==> src/sv/hpp_pkg.sv <==
// Shared types, widths and constants for the homogeneous point projection core.
// Depends on nothing; every other file of the block imports it.

package hpp_pkg;

	// Fixed-point formats: Q16.16 inputs, coefficients and results.
	localparam int FRAC      = 16;
	localparam int COEF_W    = 32;
	localparam int Q_W       = 32;
	localparam int CFG_W     = 64;
	localparam int CFG_N     = 6;
	localparam int CFG_IDX_W = 3;
	localparam int ROWS      = 3;

	// A row dot product is four Q32.32 terms summed without loss.
	localparam int DOT_W = 66;
	// Magnitude of a dot product, used as divisor and numerator.
	localparam int DEN_W = DOT_W;

	// Register indexes of the configuration port.
	localparam logic [CFG_IDX_W-1:0] CFG_ROW0_COLS01 = 3'd0;
	localparam logic [CFG_IDX_W-1:0] CFG_ROW0_COLS23 = 3'd1;
	localparam logic [CFG_IDX_W-1:0] CFG_ROW1_COLS01 = 3'd2;
	localparam logic [CFG_IDX_W-1:0] CFG_ROW1_COLS23 = 3'd3;
	localparam logic [CFG_IDX_W-1:0] CFG_ROW2_COLS01 = 3'd4;
	localparam logic [CFG_IDX_W-1:0] CFG_ROW2_COLS23 = 3'd5;

	// Reset values give u = x, v = y and a depth of one.
	localparam logic [CFG_W-1:0] RST_ROW0_COLS01 = 64'h0000_0000_0001_0000;
	localparam logic [CFG_W-1:0] RST_ROW0_COLS23 = 64'h0000_0000_0000_0000;
	localparam logic [CFG_W-1:0] RST_ROW1_COLS01 = 64'h0001_0000_0000_0000;
	localparam logic [CFG_W-1:0] RST_ROW1_COLS23 = 64'h0000_0000_0000_0000;
	localparam logic [CFG_W-1:0] RST_ROW2_COLS01 = 64'h0000_0000_0000_0000;
	localparam logic [CFG_W-1:0] RST_ROW2_COLS23 = 64'h0001_0000_0000_0000;

	// Clamp limits of the quotient magnitude, by sign of the result.
	localparam logic [Q_W-1:0] Q_LIMIT_POS = 32'h7FFF_FFFF;
	localparam logic [Q_W-1:0] Q_LIMIT_NEG = 32'h8000_0000;

	// One quotient lane as it travels down the divider cells.
	typedef struct packed {
		logic [DEN_W-1:0] rem;  // partial remainder, below the divisor
		logic [Q_W-1:0]   q;    // quotient bits found so far
		logic [Q_W-1:0]   nsh;  // numerator bits still to be shifted in
		logic             neg;  // result is negative
		logic             ovf;  // quotient known not to fit 32 bits
	} hpp_lane_t;

	// Word handed from one divider cell to the next.
	typedef struct packed {
		logic [DEN_W-1:0] den;
		hpp_lane_t        u;
		hpp_lane_t        v;
		logic             dz;
	} hpp_cell_t;

	// Finished result word.
	typedef struct packed {
		logic signed [Q_W-1:0] u;
		logic signed [Q_W-1:0] v;
		logic                  dz;
		logic                  sat;
	} hpp_res_t;

endpackage

==> src/sv/hpp_div_cell.sv <==
// One restoring-division cell: finds one quotient bit for each of u and v.
// Depends on hpp_pkg for the cell word type.

module hpp_div_cell (
	input  logic               clk,
	input  logic               en,
	input  hpp_pkg::hpp_cell_t cell_in,
	output hpp_pkg::hpp_cell_t cell_out
);
	import hpp_pkg::*;

	hpp_cell_t cell_q;
	hpp_cell_t cell_nx;

	// Shift in the next numerator bit, subtract the divisor when it fits.
	function automatic hpp_lane_t lane_step(hpp_lane_t l, logic [DEN_W-1:0] den);
		logic [DEN_W:0] rsh;
		logic           ge;
		hpp_lane_t      n;
		rsh   = {l.rem, l.nsh[Q_W-1]};
		ge    = (rsh >= {1'b0, den});
		n     = l;
		n.rem = ge ? DEN_W'(rsh - {1'b0, den}) : rsh[DEN_W-1:0];
		n.q   = {l.q[Q_W-2:0], ge};
		n.nsh = {l.nsh[Q_W-2:0], 1'b0};
		return n;
	endfunction

	always_comb begin
		cell_nx   = cell_in;
		cell_nx.u = lane_step(cell_in.u, cell_in.den);
		cell_nx.v = lane_step(cell_in.v, cell_in.den);
	end

	// Hand the word to the next cell.
	always_ff @(posedge clk) begin
		if (en) begin
			cell_q <= cell_nx;
		end
	end

	assign cell_out = cell_q;
endmodule

==> config.mk <==
export PLATFORM = sky130hd
export DESIGN_NAME = hpp_div_cell
export DESIGN_NICKNAME = d
export VERILOG_FILES = /design/src/sv/hpp_pkg.sv /design/src/sv/hpp_div_cell.sv
export SDC_FILE = /design/constraint.sdc
export NUM_CORES = 1
export LEC_CHECK = 0
export BUFFER_PORTS_ARGS = -buffer_cell sky130_fd_sc_hd__buf_2
export CAP_MARGIN = 20
export CORE_AREA = 5 5 255 257
export DETAILED_ROUTE_END_ITERATION = 7
export DIE_AREA = 0 0 260 262
export HOLD_SLACK_MARGIN = 0.02
export PLACE_DENSITY = 0.52
export SLEW_MARGIN = 20
export SYNTH_ARGS = -nofsm -noshare
export SYNTH_HDL_FRONTEND = slang
export SYNTH_SLANG_ARGS = --single-unit
==> constraint.sdc <==
create_clock -name clk -period 4.6 [get_ports clk]
set_input_delay 0.23 -clock clk [delete_from_list [all_inputs] [get_ports clk]]
set_output_delay 0.23 -clock clk [all_outputs]
set_load 0.01 [all_outputs]
# Yosys cells after proc, flatten, opt, wreduce, memory -nomap -nowiden
# Index checks and enable logic that the tools add are counted.
# W data, S select, Z words.
totals:
  register_bits: 329
  inputBits: 333
  output_inout_bits: 331
  word_cells: 18
classes:
  add_sub_neg: 2
  magnitude_cmp: 2
  mux: 2
ops:
  columns: ["operator", "n"]
  rows:
  - ["$ge A67 B66 Y1", 2]
  - ["$mux W66", 2]
  - ["$sub A66 B66 Y66", 2]

# Depth between registers and ports, before layout
depth:
  word_depth: 2
  ltp_mapped: 17
  ltp_nobuf: 14

# Worst setup path after synthesis
# OpenSTA, ideal clock, no wires.
synth_path:
  kind: "input -> register"
  from: "in cell_in[34] (netlist name)"
  to: "reg cell_q (netlist bit cell_out[117]), data pin"
  setup_ns: 0.256
  t_arrival_ns: 2.980
  required_time_ns: 4.344
  path_slack_ns: 1.364
  cell_stages: 14
  path_buffers: 0
  path_cell_list: "inv_1 > ha_1 > inv_1 > fa_1 > a211oi_1 > o21bai_1 > o21ai_1 > o31ai_1 > a21oi_1 > o21ai_2 > a21boi_0 > o41ai_1 > or4_1 > o211a_1"
synth_lines:
  columns: ["item", "line_no", "rtl"]
  rows:
  - ["start, declared", "hpp_div_cell.sv:7", "input hpp_pkg::hpp_cell_t cell_in,"]
  - ["end signal, assigned", "hpp_div_cell.sv:38", "cell_q <= cell_nx;"]
  - ["end, declared", "hpp_div_cell.sv:12", "hpp_cell_t cell_q;"]

==> results.txt <==
----------------------------------------------------
[Critical path]
  Data arrival time of the worst path ... 4.58 ns
  Gate family responsible for the most delay along the worst path ... compound AO/OA/AOI/OAI gates
  Cell with the largest stage delay on the worst path ... o31ai_1
  Crit-path max cell delay ... 0.57 ns
  Startpoint type of the worst setup path ... primary input
  WP data required ... 4.90 ns
  CP cell instances ... dlygate4sd3_1 > buf_2 > ha_1 > inv_1 > fa_1 > a21o_1 > a311oi_1 > or3_1 > a31oi_1 > o31ai_1 > nand2_1 > a211oi_1 > xnor2_1 > mux2_2
  Highest fanout seen on the critical path ... 5
  Category of the critical setup timing path ... in2reg
  Kind of capture point of the worst setup path ... flip-flop
  Buffers plus inverters on the worst setup path ... 3

[Clock network]
  CTS tree ... built
  Number of clock sinks ... 329
  Post-cts sizing count ... 0
  Clock tree buffer depth ... 3
  H-tree depth ... 2
  Reg clk slew, reported paths ... 0.05 ns
  Post-CTS Setup Bufs ... 0
  Buffer type at the clock tree root ... clkbuf_16
  Clock buffer count from CTS ... 40
  Count of hold buffers inserted by post-cts repair ... 252

[Timing]
  Setup repair after global routing missed its margin ... no
  Count of final hold-check violations ... 0
  Setup TNS ... 0 ns
  Setup Viol. Count Final ... 0
  Worst max-slew margin expressed relative to the limit ... 45.5%
  Share of the clock period used by the worst path after layout ... 93.0%
  Highest clock rate ... 234 MHz
  Post-layout min period ... 4.28 ns
  Number of max-slew violations in the final report ... 0
  Actual transition at the worst max-transition pin ... 0.806 ns

[Global route]
  Largest net degree at the start of global routing ... 105
  Via count of the first global-routing pass ... 18,800
  Remaining global-route overflow ... 0
  First-pass GRT wire length ... 121,000 um
  Number of antenna violations at the first check in global routing ... 17
  Gr usage total ... 23.7%

[Layout]
  Max reg flops ... 329
  Most used cells in the layout excluding fill and tap cells ... buf_2, edfxtp_1, a21oi_1
  Final-stage net count ... 3,275
  Fillers ... 5,982
  Final Non-Filler Cells ... 3,693
  Commonest non-fill, non-tap cell in the layout ... buf_2
  Area grow syn2layout ... 41.8%
  Ratio of cells with drive above 1 in the final layout ... 27.7%

[Die]
  Die span in y ... 262 um
  Die X-Extent ... 260 um
  Starting density of the core ... 31.3%
  Site Rows ... 92
  Die ar. ... 0.0681 mm^2
  Core area ... 0.0625 mm^2
  Top-level port count ... 664

[Placed design]
  Cell total after placement ... 3,360
  Half-perimeter wire length after detailed placement ... 70,400 um
  Number of buffer cells added on primary ports ... 659
  Gpl congestion ... 0.932

[Drt]
  Total detailed-routing wirelength ... 86,200 um
  Total iterations of the first detailed-routing run ... 5
  Antenna Nets Post-Route ... 0
  Vias post-DR ... 18,500
  Number of design rule violations left after detail routing ... 0
  Drt initial violations ... 1,286
  Wire per inst ... 23.3 um
  Per-cell via count in the routed design ... 5.01

[Logic synthesis]
  Syn Inst Count ... 1,913
  Most used flip-flop cell after synthesis ... edfxtp_1
  Synthesis Warnings ... 0
  Register bit count reported by yosys ... 329
  Netlist Area Pre-Place ... 0.0196 mm^2
  Async S/R FF share, synth ... 0%
  Register area share after synthesis ... 50.5%
  Number of library cell types mapped by synthesis ... 77
  Mean instance size in the synthesized netlist ... 10.2 um^2
  Number of flops mapped to enable cells by yosys ... 329

[Job]
  Total of max-cap violations ... 0

[Run status]
  Run status ... finished, final reports clean

[Hold path]
  Worst hold-check path type ... in2reg

[Pwr]
  Peak supply drop ... 0.223 mV
  Power density of the placed cells ... 351 mW/mm^2
  Leakage ... 12.0 nW

----------------------------------------------------
stage by stage:
step	hold WS [ns]	power, mW	util [%]	setup WS [ns]	instance area [um^2]
floorplan	0.329	5.24	-	1.36	19600
global placement	0.408	6.37	38.2	0.469	23900
detailed placement	0.408	6.37	38.2	0.443	23900
CTS	0.0203	9.84	44.3	0.463	27700
global route	0.0380	10.2	44.4	0.0341	27700
finish	0.0376	9.75	44.4	0.320	27700
area by class of cell:
type                       count  area [um^2]  area share [%]
antenna                       11         27.5          0.0993
clock buffer                  44         1020            3.66
clock inverter                26          310            1.12
inverter                     108          405            1.46
multi-input combinational   1380         8860            31.9
sequential                   329         9880            35.6
tap                          846         1060            3.82
timing repair buffer         949         6180            22.3
synth_stat cells, drive strengths merged (45+ instances only):
cell	n	share of area [%]
a21o	53	2.0
a21oi	280	7.2
clkbuf	61	1.2
edfxtp	329	51
ha	132	8.4
inv	108	2.1
nand2	158	3.0
nand4	51	1.7
nor2	181	3.5
o21ai	106	2.8
xnor2	74	3.3
xor2	45	2.0
kinds of logic after synthesis:
| group | after synthesis | synth area share (%) |
|---|---|---|
| fa+ha+maj | 134 | 8.65 |
| flops | 329 | 50.5 |
| simple gates | 514 | 12.0 |
| xor+xnor | 119 | 5.33 |
| buf+inv | 205 | 4.23 |
| mux | 12 | 0.685 |
| other cells | 1 | 0.0192 |
| compound gates | 599 | 18.5 |
power breakdown:
group | switching, mW | leakage, nW | internal [mW] | total, mW
clock network | 1.31 | 0.640 | 1.94 | 3.25
logic | 1.60 | 8.13 | 1.08 | 2.68
registers | 0.101 | 3.22 | 3.72 | 3.82
routing by layer:
layer  track usage [%]  vias to the layer above  part of all wire, %
met2              43.0                      616                   51
li1                  -                     8869                    -
met1              27.0                     8870                   38
met5                 0                        -                0.092
met4              10.7                       12                  5.1
met3              4.70                      146                  6.4
worst min-delay path, stage by stage:
cell and delay (ns):
buf_2 0.11, nand2_1 0.05, o21ai_0 0.08
final timing paths:
check | from | to | cells after the start
setup / recovery | cell_in[265] | cell_out[259] | 14
hold / removal | cell_in[106] | cell_out[107] | 3
Power figures use the tool's default switching activity.
